**src/sv/lpbp_pkg.sv**
```systemverilog
// Shared types, constants and the item structs of the LRU page buffer pool.
// Used by the tag cells, the recency cells and the top level.
`default_nettype none
package lpbp_pkg;

  localparam int FRAMES       = 8;
  localparam int PAGE_ID_BITS = 16;
  localparam int FRAME_BITS   = (FRAMES > 1) ? $clog2(FRAMES) : 1;

  localparam int APB_ADDR_BITS = 3;
  localparam int APB_DATA_BITS = 32;

  // Register indexes (paddr[2] selects the register)
  localparam logic REG_WRITEBACK_ENABLE = 1'b0;

  localparam logic CMD_READ  = 1'b0;
  localparam logic CMD_WRITE = 1'b1;

  typedef logic [PAGE_ID_BITS-1:0] page_t;
  typedef logic [FRAME_BITS-1:0]   frame_t;

  typedef struct packed {
    logic        command;
    logic [15:0] page_id;
  } req_t;

  typedef struct packed {
    logic        hit;
    logic [2:0]  frame;
    logic        evict_valid;
    logic [15:0] evicted_page;
    logic        writeback_needed;
  } res_t;

  // Update to one tag cell
  typedef struct packed {
    logic  load;       // take a new page on a miss
    logic  set_dirty;  // write hit
    logic  dirty_val;  // dirty mark for a loaded page
    page_t page;
  } tag_ctrl_t;

  // Status of one tag cell
  typedef struct packed {
    logic  match;
    logic  valid;
    logic  dirty;
    page_t page;
  } tag_stat_t;

endpackage
`default_nettype wire

```
**src/sv/lpbp_tag_cell.sv**
```systemverilog
// One frame of the directory: page tag, valid and dirty marks, tag compare.
// Depends on lpbp_pkg.
`default_nettype none
module lpbp_tag_cell (
  input  wire logic               clk,
  input  wire logic               rst,
  input  wire lpbp_pkg::page_t    probe,
  input  wire lpbp_pkg::tag_ctrl_t ctrl,
  output lpbp_pkg::tag_stat_t     stat
);
  import lpbp_pkg::*;

  page_t page;
  logic  valid;
  logic  dirty;

  always_ff @(posedge clk) begin
    if (rst) begin
      valid <= 1'b0;
      dirty <= 1'b0;
    end else if (ctrl.load) begin
      valid <= 1'b1;
      dirty <= ctrl.dirty_val;
    end else if (ctrl.set_dirty) begin
      dirty <= 1'b1;
    end
  end

  // tag carries no reset: it is only looked at while valid is set
  always_ff @(posedge clk) begin
    if (ctrl.load) begin
      page <= ctrl.page;
    end
  end

  assign stat.match = valid && (page == probe);
  assign stat.valid = valid;
  assign stat.dirty = dirty;
  assign stat.page  = page;

endmodule
`default_nettype wire

```
**src/sv/lpbp_order_cell.sv**
```systemverilog
// One slot of the recency chain: holds a frame number and shifts in its
// upper neighbour's value when it or a lower slot holds the touched frame.
// Depends on lpbp_pkg.
`default_nettype none
module lpbp_order_cell (
  input  wire logic             clk,
  input  wire logic             rst,
  input  wire lpbp_pkg::frame_t init_frame,
  input  wire logic             advance,
  input  wire lpbp_pkg::frame_t touched,
  input  wire lpbp_pkg::frame_t upper,
  input  wire logic             chain_in,
  output logic                  chain_out,
  output lpbp_pkg::frame_t      slot
);
  import lpbp_pkg::*;

  assign chain_out = chain_in || (slot == touched);

  always_ff @(posedge clk) begin
    if (rst) begin
      slot <= init_frame;
    end else if (advance && chain_out) begin
      slot <= upper;
    end
  end

endmodule
`default_nettype wire

```
**src/sv/lru_page_buffer_pool.sv**
```systemverilog
// Top level of the LRU page buffer pool: tag cells, recency chain, APB
// register and result register. Depends on lpbp_pkg, lpbp_tag_cell and
// lpbp_order_cell.
//
//   channel   handshake              payload
//   access    start && !busy         req    (command, page_id)
//   result    done, one cycle        result (hit, frame, evict_valid, ...)
//   config    psel&penable&pwrite    paddr, pwdata / prdata
//
// One item per cycle: the item is looked up against every tag cell, the
// frame is chosen and the recency chain advances at the accepting edge.
// The result appears on the next cycle with done high for that cycle only.
// busy stays low; the receiver cannot stall, so nothing is held back.
// Reset (rst, synchronous) clears valid and dirty marks, sets the recency
// chain to frames in order and enables write-back.
`default_nettype none
module lru_page_buffer_pool (
  input  wire logic                              clk,
  input  wire logic                              rst,
  input  wire logic                              start,
  output logic                                   busy,
  input  wire lpbp_pkg::req_t                    req,
  output logic                                   done,
  output lpbp_pkg::res_t                         result,
  input  wire logic                              psel,
  input  wire logic                              penable,
  input  wire logic                              pwrite,
  input  wire logic [lpbp_pkg::APB_ADDR_BITS-1:0] paddr,
  input  wire logic [lpbp_pkg::APB_DATA_BITS-1:0] pwdata,
  output logic [lpbp_pkg::APB_DATA_BITS-1:0]     prdata,
  output logic                                   pready
);
  import lpbp_pkg::*;

  logic        wb_enable;
  logic        accept;
  logic [31:0] page_wide;
  page_t       probe;

  tag_ctrl_t   tag_ctrl [FRAMES];
  tag_stat_t   tag_stat [FRAMES];
  frame_t      order    [FRAMES];
  logic [FRAMES:0] chain;

  logic [FRAMES-1:0] valid_vec;
  logic        any_hit;
  frame_t      hit_frame;
  logic        any_free;
  frame_t      free_frame;
  frame_t      sel_frame;
  logic        evicting;
  logic [31:0] frame_wide;
  logic [31:0] evict_wide;
  res_t        res_next;

  // ---- configuration port ----
  assign pready = 1'b1;

  always_ff @(posedge clk) begin
    if (rst) begin
      wb_enable <= 1'b1;
    end else if (psel && penable && pwrite && (paddr[2] == REG_WRITEBACK_ENABLE)) begin
      wb_enable <= pwdata[0];
    end
  end

  always_comb begin
    prdata = '0;
    if (paddr[2] == REG_WRITEBACK_ENABLE) begin
      prdata[0] = wb_enable;
    end
  end

  // ---- lookup ----
  assign busy      = 1'b0;
  assign accept    = start && !busy;
  assign page_wide = 32'(req.page_id);
  assign probe     = page_wide[PAGE_ID_BITS-1:0];

  always_comb begin
    any_hit    = 1'b0;
    hit_frame  = '0;
    any_free   = 1'b0;
    free_frame = '0;
    for (int k = FRAMES - 1; k >= 0; k--) begin
      valid_vec[k] = tag_stat[k].valid;
      if (tag_stat[k].match) begin
        any_hit   = 1'b1;
        hit_frame = FRAME_BITS'(k);
      end
      if (!tag_stat[k].valid) begin
        any_free   = 1'b1;
        free_frame = FRAME_BITS'(k);
      end
    end
  end

  assign evicting  = !any_hit && !any_free;
  assign sel_frame = any_hit ? hit_frame : (any_free ? free_frame : order[0]);

  always_comb begin
    for (int k = 0; k < FRAMES; k++) begin
      tag_ctrl[k].load      = accept && !any_hit && (sel_frame == FRAME_BITS'(k));
      tag_ctrl[k].set_dirty = accept && any_hit && (hit_frame == FRAME_BITS'(k))
                              && (req.command == CMD_WRITE);
      tag_ctrl[k].dirty_val = (req.command == CMD_WRITE);
      tag_ctrl[k].page      = probe;
    end
  end

  assign chain[0] = 1'b0;

  for (genvar g = 0; g < FRAMES; g++) begin : g_cell
    lpbp_tag_cell u_tag (
      .clk   (clk),
      .rst   (rst),
      .probe (probe),
      .ctrl  (tag_ctrl[g]),
      .stat  (tag_stat[g])
    );

    // the top slot takes the touched frame, every other one its neighbour
    lpbp_order_cell u_order (
      .clk        (clk),
      .rst        (rst),
      .init_frame (FRAME_BITS'(g)),
      .advance    (accept),
      .touched    (sel_frame),
      .upper      ((g == FRAMES - 1) ? sel_frame : order[(g + 1) % FRAMES]),
      .chain_in   (chain[g]),
      .chain_out  (chain[g+1]),
      .slot       (order[g])
    );
  end

  // ---- result ----
  assign frame_wide = 32'(sel_frame);
  assign evict_wide = 32'(tag_stat[order[0]].page);

  always_comb begin
    res_next.hit              = any_hit;
    res_next.frame            = frame_wide[2:0];
    res_next.evict_valid      = evicting;
    res_next.evicted_page     = evicting ? evict_wide[15:0] : 16'd0;
    res_next.writeback_needed = evicting && tag_stat[order[0]].dirty && wb_enable;
  end

  always_ff @(posedge clk) begin
    if (rst) begin
      done <= 1'b0;
    end else begin
      done <= accept;
    end
  end

  always_ff @(posedge clk) begin
    if (accept) begin
      result <= res_next;
    end
  end

  // ---- checks ----
  logic [FRAMES-1:0] seen;

  always_comb begin
    seen = '0;
    for (int k = 0; k < FRAMES; k++) begin
      seen[order[k]] = 1'b1;
    end
  end

  a_done_follows_accept: assert property (@(posedge clk) disable iff (rst)
    done |-> $past(accept))
    else $error("result strobe without an accepted item");

  a_order_is_permutation: assert property (@(posedge clk) disable iff (rst)
    &seen)
    else $error("recency chain lost a frame");

  a_evict_only_when_full: assert property (@(posedge clk) disable iff (rst)
    accept && evicting |=> done && result.evict_valid && $past(&valid_vec))
    else $error("eviction while a frame was free");

  a_hit_no_evict: assert property (@(posedge clk) disable iff (rst)
    done && result.hit |-> !result.evict_valid && !result.writeback_needed)
    else $error("hit reported a displaced page");

  a_wb_needs_evict: assert property (@(posedge clk) disable iff (rst)
    done && result.writeback_needed |-> result.evict_valid)
    else $error("write-back without eviction");

endmodule
`default_nettype wire
```
**config.mk**
```make
export PLATFORM = sky130hd
export DESIGN_NAME = lru_page_buffer_pool
export DESIGN_NICKNAME = d
export VERILOG_FILES = /design/src/sv/lpbp_pkg.sv /design/src/sv/lpbp_tag_cell.sv /design/src/sv/lpbp_order_cell.sv /design/src/sv/lru_page_buffer_pool.sv
export SDC_FILE = /design/constraint.sdc
export NUM_CORES = 1
export LEC_CHECK = 0
export BUFFER_PORTS_ARGS = -buffer_cell sky130_fd_sc_hd__buf_2
export CAP_MARGIN = 20
export CORE_AREA = 2 2 145 147
export DETAILED_ROUTE_END_ITERATION = 8
export DIE_AREA = 0 0 147 149
export PLACE_DENSITY = 0.78
export SYNTH_ARGS = -nofsm -noshare
export SYNTH_HDL_FRONTEND = slang
export SYNTH_SLANG_ARGS = --single-unit
```
**constraint.sdc**
```tcl
create_clock -name clk -period 9.1 [get_ports clk]
set_input_delay 1.82 -clock clk [delete_from_list [all_inputs] [get_ports clk]]
set_output_delay 1.82 -clock clk [all_outputs]
set_load 0.1 [all_outputs]
```
Yosys cells after proc, flatten, opt, wreduce, memory -nomap -nowiden
Cells that the tools add are included.
{ "totals": {"mem_count": 0, "ff_bits": 192, "mem_bits_rw": 0, "latch_bits": 0, "out_inout_bits": 57, "wordCells": 193, "mem_bits_ro": 0} }
{ "classes": {"n_lt_le_gt_ge": 1, "add_sub_neg": 0, "mul": 0, "shifts": 0, "bitwise_logic": 2, "div": 0, "n_eq_ne": 30, "muxes": 54, "n_reduce_logical": 67} }
{ "ops": {"columns": ["operator", "count"], "rows": [
  ["16-bit == test", 8],
  ["19-bit binary-select mux with 3-bit select", 1],
  ["3-bit two-way mux", 18],
  ["1-bit logical AND", 48],
  ["17-bit two-way mux", 2],
  ["1-bit two-way mux", 33],
  ["3-bit == test", 8],
  ["3-bit == test (second input constant)", 8],
  ["2-bit nonzero test", 8],
  ["3-bit by 2-bit == test with 1-bit output (second input constant)", 4],
  ["1-bit logical OR", 7],
  ["3-bit by 1-bit == test with 1-bit output (second input constant)", 2],
  ["3-bit logical NOT", 2],
  ["4-bit >= comparator (second input constant)", 1],
  ["3-bit NOT with 4-bit output", 1],
  ["1-bit logical NOT", 2],
  ["1-bit NOT", 1]
]} }

Logic depth before layout (Yosys ltp)
Gate-level depths: netlist (run 1).
{ "depth": {"ltp_word": 20, "ltp_mapped": 16, "ltp_nobuf": 12} }

Cells and area by module
From an unflattened synthesis (run 1), not the netlist that was laid out.
{ "hier_totals": {"hier_cells": 703, "hier_area_um2": 9859.5} }
{ "by_module_without_submodules": {"columns": ["mod", "area_each_um2", "cells_per_inst", "n_inst", "seq_area_each_um2"], "rows": [
  ["lpbp_tag_cell", 740.7, 48, 8, 520.5],
  ["lru_page_buffer_pool", 2442.3, 207, 1, 700.7],
  ["lpbp_order_cell", 186.4, 14, 8, 90.1]
]} }

Worst setup path after synthesis (run 1)
Ideal clock, no wire load.
{ "synth_path": {"path_kind": "input-to-reg", "start": "in req[6] (netlist bit)", "end": "reg g_cell[0].u_tag.dirty", "slack_ps": 3383, "required_time_ps": 9029, "path_buffers": 2, "cell_stages": 13, "setup_ps": 71, "t_arrival_ps": 5646, "path_cell_list": "buf_4 xnor2_1 nand4_1 or4_4 o22ai_4 nor4b_1 a21o_1 nor3_4 inv_2 buf_4 nor3_1 o21ai_0 a21oi_1"} }
{ "synth_lines": {"columns": ["element", "line", "source"], "rows": [
  ["start, declared", "lru_page_buffer_pool.sv:22", "input wire lpbp_pkg::req_t req,"],
  ["end signal, assigned", "lpbp_tag_cell.sv:23", "dirty <= ctrl.dirty_val;"],
  ["end, declared", "lpbp_tag_cell.sv:15", "logic dirty;"]
]} }

Final worst setup path (run 1)
{ "layout_path": {"start": "in req[4] (netlist bit)", "end": "reg g_cell[7].u_order.slot[1]"} }
{ "layout_between": {"elab_chain_cells": 20} }
{ "layout_lines": {"columns": ["element", "line", "source"], "rows": [
  ["16-bit == test", "lpbp_tag_cell.sv:36", "assign stat.match = valid && (page == probe);"],
  ["1-bit logical AND", "lpbp_tag_cell.sv:36", null],
  ["3-bit two-way mux / 1-bit two-way mux (equally long branches) (8 in a row)", "lru_page_buffer_pool.sv:87", "if (tag_stat[k].match) begin"],
  ["3-bit two-way mux (*)", "lru_page_buffer_pool.sv:99", "assign sel_frame = any_hit ? hit_frame : (any_free ? free_frame : order[0]);"],
  ["3-bit == test", "lpbp_order_cell.sv:18", "assign chain_out = chain_in || (slot == touched);"],
  ["1-bit logical OR (7 in a row)", "lpbp_order_cell.sv:18", null],
  ["1-bit logical AND", "lpbp_order_cell.sv:23", "end else if (advance && chain_out) begin"],
  ["end signal, assigned", "lpbp_order_cell.sv:22", "slot <= init_frame;"],
  ["end signal, assigned", "lpbp_order_cell.sv:24", "slot <= upper;"],
  ["end, declared", "lpbp_order_cell.sv:14", "output lpbp_pkg::frame_t slot"]
]} }
Mark *: on every way between the ends. The rest lies on a longest branch, timed or not.
A chain may end at the register's enable or synchronous reset.

==> results of run 1 <==
[report_power, final]
part           internal [mW]  switching [mW]  leakage [nW]
logic                  0.120           0.247          1.57
registers              0.983          0.0311          1.74
clock network          0.384           0.342         0.271
[sequential cells by signal, summed over array words and instances (netlist names)]
signal               count
done                     1
g_cell.u_order.slot     24
g_cell.u_tag.dirty       8
g_cell.u_tag.page      128
g_cell.u_tag.valid       8
result                  22
wb_enable                1
[synthesized netlist by cell type (4+ instances only)]
master	number	area (um2)
a21boi_0	5	37.5
a21oi_1	34	170
a31oi_1	5	31.3
and2_1	6	37.5
buf_4	45	338
buf_6	6	67.6
clkbuf_1	20	75.1
dfxtp_1	42	841
edfxtp_1	150	4500
inv_1	15	56.3
mux2i_1	12	120
mux4_2	34	766
nand2_1	53	199
nand2b_1	9	56.3
nand3_1	20	100
nand4_1	29	181
nor2_1	47	176
nor2b_1	4	25.0
nor3_1	28	140
nor3b_1	5	37.5
nor4_1	8	50.1
o21a_1	4	30.0
o21ai_0	21	105
o21ai_1	6	30.0
or3_1	7	43.8
xnor2_1	132	1160
[final cells by class]
cell class | instances | area [um2]
Fill cell | 1709 | 9680
Sequential cell | 192 | 5350
Multi-Input combinational cell | 557 | 4230
Clock buffer | 19 | 433
Tap cell | 275 | 344
Timing Repair Buffer | 59 | 338
Clock inverter | 13 | 129
Inverter | 17 | 63.8
[how the worst max path moves through the flow]
stage                                            to  slack (ns)
after floorplan               g_cell[0].u_tag.dirty        3.38
after global placement    g_cell[6].u_order.slot[2]        2.99
after detailed placement  g_cell[6].u_order.slot[1]        2.90
after CTS                 g_cell[7].u_order.slot[1]        3.35
after global routing      g_cell[7].u_order.slot[1]        3.04
final                     g_cell[7].u_order.slot[1]        3.31
[per-layer routing]
metal | wire (um) | global-route usage, % | share of wire (%)
met3 | 1860 | 5.50 | 7.7
met2 | 11900 | 37.8 | 49
met5 | 0 | 0 | 0
met4 | 724 | 9.33 | 3.0
met1 | 9580 | 28.3 | 40
[stage by stage]
stage | hold WS, ns | std cells
finish | 0.479 | 1132
global placement | 0.459 | 1098
floorplan | 0.447 | 842
detailed placement | 0.467 | 1098
CTS | 0.477 | 1130
global route | 0.506 | 1132
[critical path, delay by kind of cell]
| kind | cells | cell delay, ns |
|---|---|---|
| xor gates and xnor gates | 2 | 0.71 |
| AOI/OAI and AO/OA | 3 | 0.88 |
| buffers and inverters | 2 | 0.49 |
| and+or+nand+nor | 5 | 2.02 |
| muxes | 1 | 0.22 |
[kinds of logic after synthesis]
logic type / Yosys count / synth area share (%)
AND/OR/NAND/NOR: 236 / 12.3
flip-flops: 192 / 53.5
XOR/XNOR: 135 / 11.9
AO/OA/AOI/OAI: 106 / 7.66
buffers and inverters: 93 / 5.66
multiplexers: 47 / 8.97
other: 2 / 0.0751
==> results.md, run 1 <==
- Status: completed
- Final setup viols: 0
- Via-to-Cell Ratio: between 5 and 6
- Rel. slew slack: between 40% and 50%
- Pwr/cell area: between 150 and 200 mW/mm2
- Max Buffers Root-to-Sink: 2
- RR Startpoint: g_cell[2].u_tag.page[4]
- Syn-to-layout area delta: 8.80%
- Clk_skew: 0.0103 ns
- Setup crit start kind: primary input
- GRT overflow: 0
- Core ar.: 0.0206 mm2
- Total negative setup slack: 0 ns
- Die area: 0.0219 mm2
- First-pass DRT Iterations: 5
- Final worst slack: 3.31 ns
- Synth Register Bits: approximately 190
- Post-Synthesis Cell Area: approximately 0.01 mm2
- CP max stage delay: 0.61 ns
- Worst Path Required: between 9 and 10 ns
- Critical Path Slowest Stage Cell: or4_1
- Fmax: about 170 MHz
- Seq/Total Area, Yosys: between 50% and 60%
- Commonest non-fill, non-tap cell in the layout: edfxtp_1
- CP Class: primary input to register
- Pins Over Slew Limit: 0
- Min Tclk post-route: around 5.8 ns
- Cell variety after synth: between 60 and 70
- Max-cap check violation count: 0
- Crit-path max FO: 16
- Hold path cells: 2
- Initial antenna violation count: 0
- Initial DRC Count: 675
- R2R depth: 12
- Drt total wl: about 24000 um
- Initial Util: approximately 49%
- IO Pins: roughly 120
- Die Y: between 100 and 150 um
- Post-synth EDFFs: 150
- Vias in the first global route: between 6000 and 7000
- NumNets Final: roughly 900
- Worst Tran Pin Value: about 0.89 ns
- Hold Crit Start: g_cell[2].u_tag.dirty
- Worst Hold Class: register to register
- CTS tree: yes
- Clock Tree Root: clkbuf_16
- Predominant post-synthesis flop cell: edfxtp_1
- Clock latency on the worst-skew pair: between 0.4 and 0.5 ns
- RSZ-0062 raised after global routing: no
- Ys Warns: 0
- Hold Violations, Final: 0
- Final worst path period share: between 60% and 70%
- Post-CTS Setup Inserts: 0
- Fin util: 52.9%
- Hold path endpoint: g_cell[2].u_tag.dirty
- Largest net degree at the start of global routing: 38
- DRC: 0
- Reg2reg end: g_cell[7].u_order.slot[1]
- Post-layout power: about 2.1 mW
- Num CTS Buffers: 17
- Num rows: 53
- Post-DP HPWL: 15900 um
- Routed len/inst: 21.3 um
- CP endpoint kind: register
- Flop2flop setup slack: between 4 and 5 ns
- Cell-by-cell trace of the critical path: buf_2 > xnor2_1 > nand4_1 > or4_1 > o22ai_4 > nor4b_1 > a21o_1 > nor3_4 > inv_2 > xnor2_2 > a211oi_4 > and4_1 > mux2i_1
- Routability cong.: just over 0.9
- Ys async rst share: 0%
- Critical Path AT: 6.16 ns
- Post-route ant nets: 0
- Die extent in x: approximately 150 um
- Dpl cell area: 0.0103 mm2
- Total GRT Usage: 22.5%
- Vias after detailed routing: 6551
- Sink Count: between 150 and 200
- Layout cells sized above 1: roughly 17%
- Post-CTS resize count: 0
- First-pass GRT wire length: 36400 um
- Cell area after layout: 0.0109 mm2
- Clk pin slew, worst setup/hold paths: ~0.07 ns
- Most frequent cells in the layout: edfxtp_1, xnor2_1, nand2_1
- Syn_area_per_cell: about 12 um2
- Leakage dissipation: 3.58 nW
- IO buf count: 48
- # hold bufs at CTS: 0
- Depth of the CTS H-tree: 4
- Peak VDD IR: around 0.00015 V
- Worst slack at placement: slightly below 3 ns
- Cells after Synth: just over 800
- Diodes inserted: 0
- Worst setup path startpoint: req[4]
No activity file was read; power rests on OpenSTA's default activity.
==> run 2: changes to the inputs <==
==> constraint.sdc (replaced) <==
create_clock -name clk -period 5.8 [get_ports clk]
set_input_delay 1.16 -clock clk [delete_from_list [all_inputs] [get_ports clk]]
set_output_delay 1.16 -clock clk [all_outputs]
set_load 0.1 [all_outputs]
==> results.md, run 2 (synthesis gave the netlist of run 1 again) <==
- Status: completed
- Top sig layer: met4
- Routability cong.: 0.928
- Cell-by-cell trace of the critical path: buf_2 > xnor2_1 > nand4_1 > nor4_1 > a32oi_1 > or4b_1 > nor3_1 > o21ai_1 > a2111oi_4 > a211oi_4 > and4_1 > mux2i_1
- Wire length on met3: just under 2000 um
- Worst Tran Pin Value: a little over 0.9 ns
- Vias in the first global route: around 6300
- Biggest register: g_cell.u_tag.page
- Final worst path period share: 80.1%
- Total negative setup slack: 0 ns
- Num rows: between 50 and 60
- Dpl cell area: 0.0103 mm2
- Largest net degree at the start of global routing: 38
- Top flop regs: g_cell.u_tag.page: 128 flops, g_cell.u_order.slot: 24 flops, result: 22 flops
- Crit-path max FO: 16
- Rel. slew slack: 39.0%
- RSZ-0062 raised after global routing: no
- IO Pins: 115
- Syn-to-layout area delta: 9.46%
- CP max stage delay: approximately 0.75 ns
- Post-layout power: 3.35 mW
- CP Class: primary input to register
- IO buf count: 48
- Hold Violations, Final: 0
- First-pass GRT wire length: roughly 37000 um
- Combinational Power Share: between 15 and 20%
- Fin util: roughly 53%
- Peak VDD IR: just under 0.0003 V
- Via-to-Cell Ratio: just under 6
- DRC: 0
- Vias after detailed routing: about 6600
- Sw Ratio: between 20% and 30%
- Critical Path Slowest Stage Cell: nor3_1
- Num CTS Buffers: 17
- Crit-path leading delay family: simple AND/OR/NAND/NOR gates
- Max Buffers Root-to-Sink: 2
- Pwr/cell area: approximately 310 mW/mm2
- Initial Util: around 49%
- Met1 WL: 9630 um
- Sink Count: approximately 190
- Post-route ant nets: 0
- Flop pwr share: between 40% and 50%
- GRT overflow: 0
- Most frequent cells in the layout: edfxtp_1, xnor2_1, nand2_1
- CP endpoint kind: register
- Post-DP HPWL: about 16000 um
- Post-CTS resize count: 0
- Power Internal: ~2.3 mW
- First-pass DRT Iterations: 6
- Clock Tree Root: clkbuf_16
- Clock latency on the worst-skew pair: ~0.45 ns
- # hold bufs at CTS: 0
- Worst Path Required: ~6 ns
- Fmax: 215 MHz
- Clock share of power: 35.1%
- Max-cap check violation count: 0
- Cell area after layout: about 0.011 mm2
- Final setup viols: 0
- Die area: 0.0219 mm2
- Die Y: 149 um
- Core ar.: around 0.02 mm2
- Psw: ~1 mW
- NumNets Final: between 900 and 1000
- Total GRT Usage: a little under a quarter
- Drt total wl: approximately 24000 um
- Die extent in x: 147 um
- Clk pin slew, worst setup/hold paths: ~0.070 ns
- Post-CTS Setup Inserts: 0
- Layout cells sized above 1: 18.2%
- Routed length on met2: approximately 12000 um
- Critical Path AT: 4.97 ns
- Initial antenna violation count: 2
- CTS tree: yes
- Commonest non-fill, non-tap cell in the layout: edfxtp_1
- CP bufs+invs: 1
- Leakage dissipation: roughly 3.6 nW
- Min Tclk post-route: ~4.6 ns
- Initial DRC Count: 712
- Pins Over Slew Limit: 0
- Routed len/inst: 21.2 um
- Depth of the CTS H-tree: 4
- Setup crit start kind: primary input
- Max FFs per register: 128
- Worst Hold Class: register to register
- Clk_skew: approximately 0.014 ns
==> run 2: worst paths after layout <==
check,start,endpoint,slack [ns],cells past startpoint
max reg2reg,g_cell[0].u_tag.page[9],g_cell[7].u_order.slot[1],1.75,11
max,req[9],g_cell[7].u_order.slot[1],1.15,12
min reg2reg,g_cell[2].u_tag.dirty,g_cell[2].u_tag.dirty,0.47,2
min,g_cell[2].u_tag.dirty,g_cell[2].u_tag.dirty,0.47,2
==> run 2: worst min-delay path, stage by stage (launching register included) <==
cell	delay (ns)
dfxtp_1	0.31
nand2b_1	0.06
a21oi_1	0.06
==> run 2: stage by stage <==
| stage | hold WS, ns | cells | setup slack [ns] |
|---|---|---|---|
| 2_1_floorplan | 0.447 | 842 | 0.743 |
| 3_3_place_gp | 0.461 | 1106 | 0.847 |
| 3_5_place_dp | 0.462 | 1106 | 0.810 |
| 4_1_cts | 0.473 | 1138 | 1.27 |
| 5_1_grt | 0.496 | 1139 | 0.892 |
| 6_report | 0.471 | 1139 | 1.15 |
==> run 2: layout make-up <==
| class | count | area, um2 |
|---|---|---|
| fillers | 1754 | 9610 |
| flip-flops and latches | 192 | 5350 |
| multi-input cells | 557 | 4230 |
| clock buffers | 17 | 425 |
| repair buffers | 65 | 368 |
| well taps | 275 | 344 |
| clock inverters | 15 | 170 |
| inverters | 17 | 63.8 |
| diodes | 1 | 2.50 |
==> run 2: metal layers <==
layer | global-route usage, % | vias up
li1 | - | 2995
met1 | 29.9 | 3242
met2 | 37.1 | 350
met3 | 4.50 | 56
met4 | 9.86 | 0
met5 | 0 | -
==> run 2: power groups by stage <==
| stage | Combinational, mW | Sequential [mW] | Clock, mW |
|---|---|---|---|
| 2_1_floorplan | 0.457 | 1.65 | 0 |
| 3_3_place_gp | 0.572 | 1.62 | 0 |
| 3_5_place_dp | 0.578 | 1.62 | 0 |
| 4_1_cts | 0.581 | 1.59 | 1.19 |
| 5_1_grt | 0.624 | 1.60 | 1.24 |
| 6_report | 0.582 | 1.59 | 1.17 |
==> run 3: changes to the inputs <==
--- a/config.mk
+++ b/config.mk
@@ -10,7 +10,7 @@
 export CORE_AREA = 2 2 145 147
 export DETAILED_ROUTE_END_ITERATION = 8
 export DIE_AREA = 0 0 147 149
-export PLACE_DENSITY = 0.78
+export PLACE_DENSITY = 0.81
 export SYNTH_ARGS = -nofsm -noshare
 export SYNTH_HDL_FRONTEND = slang
 export SYNTH_SLANG_ARGS = --single-unit
==> constraint.sdc (replaced) <==
create_clock -name clk -period 4.05 [get_ports clk]
set_input_delay 0.81 -clock clk [delete_from_list [all_inputs] [get_ports clk]]
set_output_delay 0.81 -clock clk [all_outputs]
set_load 0.1 [all_outputs]
==> results.md, run 3 (synthesis gave the netlist of run 1 again) <==
- Critical Path AT: just over 4 ns
- Flop pwr share: between 40% and 50%
- Commonest non-fill, non-tap cell in the layout: edfxtp_1
- Initial antenna violation count: 0
- Critical Path Slowest Stage Cell: or4_1
- CTS tree: yes
- Register cell area after layout: between 0.005 and 0.006 mm2
- Dpl cell area: 0.0113 mm2
- Cell-by-cell trace of the critical path: buf_2 > buf_4 > xnor2_1 > nand4_1 > or4_1 > o22ai_4 > o21ba_1 > o21a_1 > buf_4 > nor3_1 > o211a_1 > a211o_1 > o31ai_1 > a21oi_1
- Hold Slack: about 0.48 ns
- Clk pin slew, worst setup/hold paths: 0.07 ns
- Initial DRC Count: between 600 and 700
- Clock share of power: a little over a third
- CP bufs+invs: 3
- Power Internal: 3.45 mW
- Max Buffers Root-to-Sink: 2
- Total GRT Usage: ~24%
- Rel. slew slack: between 50% and 60%
- Cell area after layout: about 0.012 mm2
- Depth of the CTS H-tree: 4
- Min Tclk post-route: 3.82 ns
- Clock Tree Root: clkbuf_16
- Worst slack at placement: -0.169 ns
- Routability cong.: a little over 0.9
- Initial Util: about half
- Crit-path max FO: 10
- Sw Ratio: a little under a third
- Crit-path leading delay family: compound AO/OA/AOI/OAI gates
- Core ar.: ~0.021 mm2
- Status: completed
- Combinational Power Share: 18.7%
- Max-cap check violation count: 0
- CP endpoint kind: register
- First-pass DRT Iterations: 5
- IO buf count: 48
- Leakage dissipation: 4.18 nW
- Die area: about 0.022 mm2
- Clk_skew: 0.0126 ns
- Setup crit start kind: primary input
- Sink Count: 192
- NumNets Final: just over 1000
- Hold Violations, Final: 0
- Worst Tran Pin Value: around 0.70 ns
- RSZ-0062 raised after global routing: no
- Post-DP HPWL: 18300 um
- CP max stage delay: between 0.5 and 0.6 ns
- Final worst slack: 0.231 ns
- Worst Hold Class: register to register
- Clock latency on the worst-skew pair: approximately 0.44 ns
- Final setup viols: 0
- Final worst path period share: 94.3%
- Num CTS Buffers: 17
- Diodes inserted: 0
- Layout cells sized above 1: between 20% and 30%
- Most used cell, CP: buf_4
- Non-filler cells, final: about 1200
- Psw: 1.49 mW
- Via-to-Cell Ratio: 5.74
- Pins Over Slew Limit: 0
- # hold bufs at CTS: 0
- Top flop regs: g_cell.u_tag.page: 128 flops, g_cell.u_order.slot: 24 flops, result: 22 flops
- Area of the multi-input gates: approximately 0.0042 mm2
- Dpl cells: about 1200
- Num rows: 53
- Fmax: about 260 MHz
- Die extent in x: ~150 um
- Filler instances: roughly 1700
- First-pass GRT wire length: 39900 um
- Peak VDD IR: ~0.00029 V
- DRC: 0
- Syn-to-layout area delta: 18.8%
- Max FFs per register: around 130
- Largest net degree at the start of global routing: 37
- Vias after detailed routing: 7130
- Post-route ant nets: 0
- Most frequent cells in the layout: edfxtp_1, xnor2_1, buf_4
- IO Pins: 115
- Drt total wl: 26100 um
- Biggest register: g_cell.u_tag.page
- Routed len/inst: approximately 21 um
- Vias in the first global route: 7175
- Die Y: ~150 um
- GRT overflow: 0
- CP Class: primary input to register
- Worst Path Required: 4.34 ns
- Pwr/cell area: ~420 mW/mm2
- Fin util: 57.8%
[run 3: changes by cell type in the layout (fill, tap and decap cells not counted), sizes merged]
cell / previous run / this run
buf: 65 / 169
clkinv: 6 / 8
clkinvlp: 3 / 1
diode: 1 / 0
[run 3: power groups by stage]
stage / registers (mW) / clock network [mW] / logic (mW)
detailed placement: 2.34 / 0 / 0.914
CTS: 2.29 / 1.74 / 0.919
floorplan: 2.36 / 0 / 0.656
global route: 2.30 / 1.81 / 0.981
global placement: 2.33 / 0 / 0.895
finish: 2.29 / 1.73 / 0.924
[run 3: routing by layer]
metal | part of all wire (%) | vias to the layer above | GRT usage (%)
li1 | - | 3212 | -
met1 | 39 | 3473 | 29.7
met2 | 49 | 366 | 41.4
met3 | 8.1 | 79 | 4.80
met4 | 4.7 | 0 | 12.6
met5 | 0 | - | 0
[run 3: layout make-up]
class                   count  area share [%]
repair buffers            169            10.7
multi-input cells         557            35.7
inverters                  17           0.537
clock buffers              17            3.58
clock inverters            15            1.61
well taps                 275            2.90
flip-flops and latches    192            45.0
[run 3: path summary, 6_finish.rpt]
kind | endpoint | depth (start not counted) | slack (ns) | start
max | g_cell[5].u_order.slot[1] | 14 | 0.23 | req[7]
min | g_cell[5].u_tag.dirty | 2 | 0.48 | g_cell[5].u_tag.dirty
max reg2reg | g_cell[5].u_order.slot[1] | 13 | 0.35 | g_cell[6].u_tag.page[8]
min reg2reg | g_cell[5].u_tag.dirty | 2 | 0.48 | g_cell[5].u_tag.dirty
[run 3: timing repair]
| action | 4_1_cts | 5_1_grt |
|---|---|---|
| resized for setup | 0 | 2 |
| endpoints found under the setup margin | 0 | 9 |
| buffers inserted | 0 | 0 |
[run 3: stage by stage]
stage          TNS (ns)  total power, mW
4_1_cts               0             4.95
6_report              0             4.94
2_1_floorplan     -4.06             3.01
3_5_place_dp      -5.39             3.25
5_1_grt               0             5.09
3_3_place_gp      -4.33             3.23
[run 3: worst min-delay path: stages, from the launching register on]
cell and delay, ns:
dfxtp_1 0.31, nand2b_1 0.06, a21oi_1 0.06
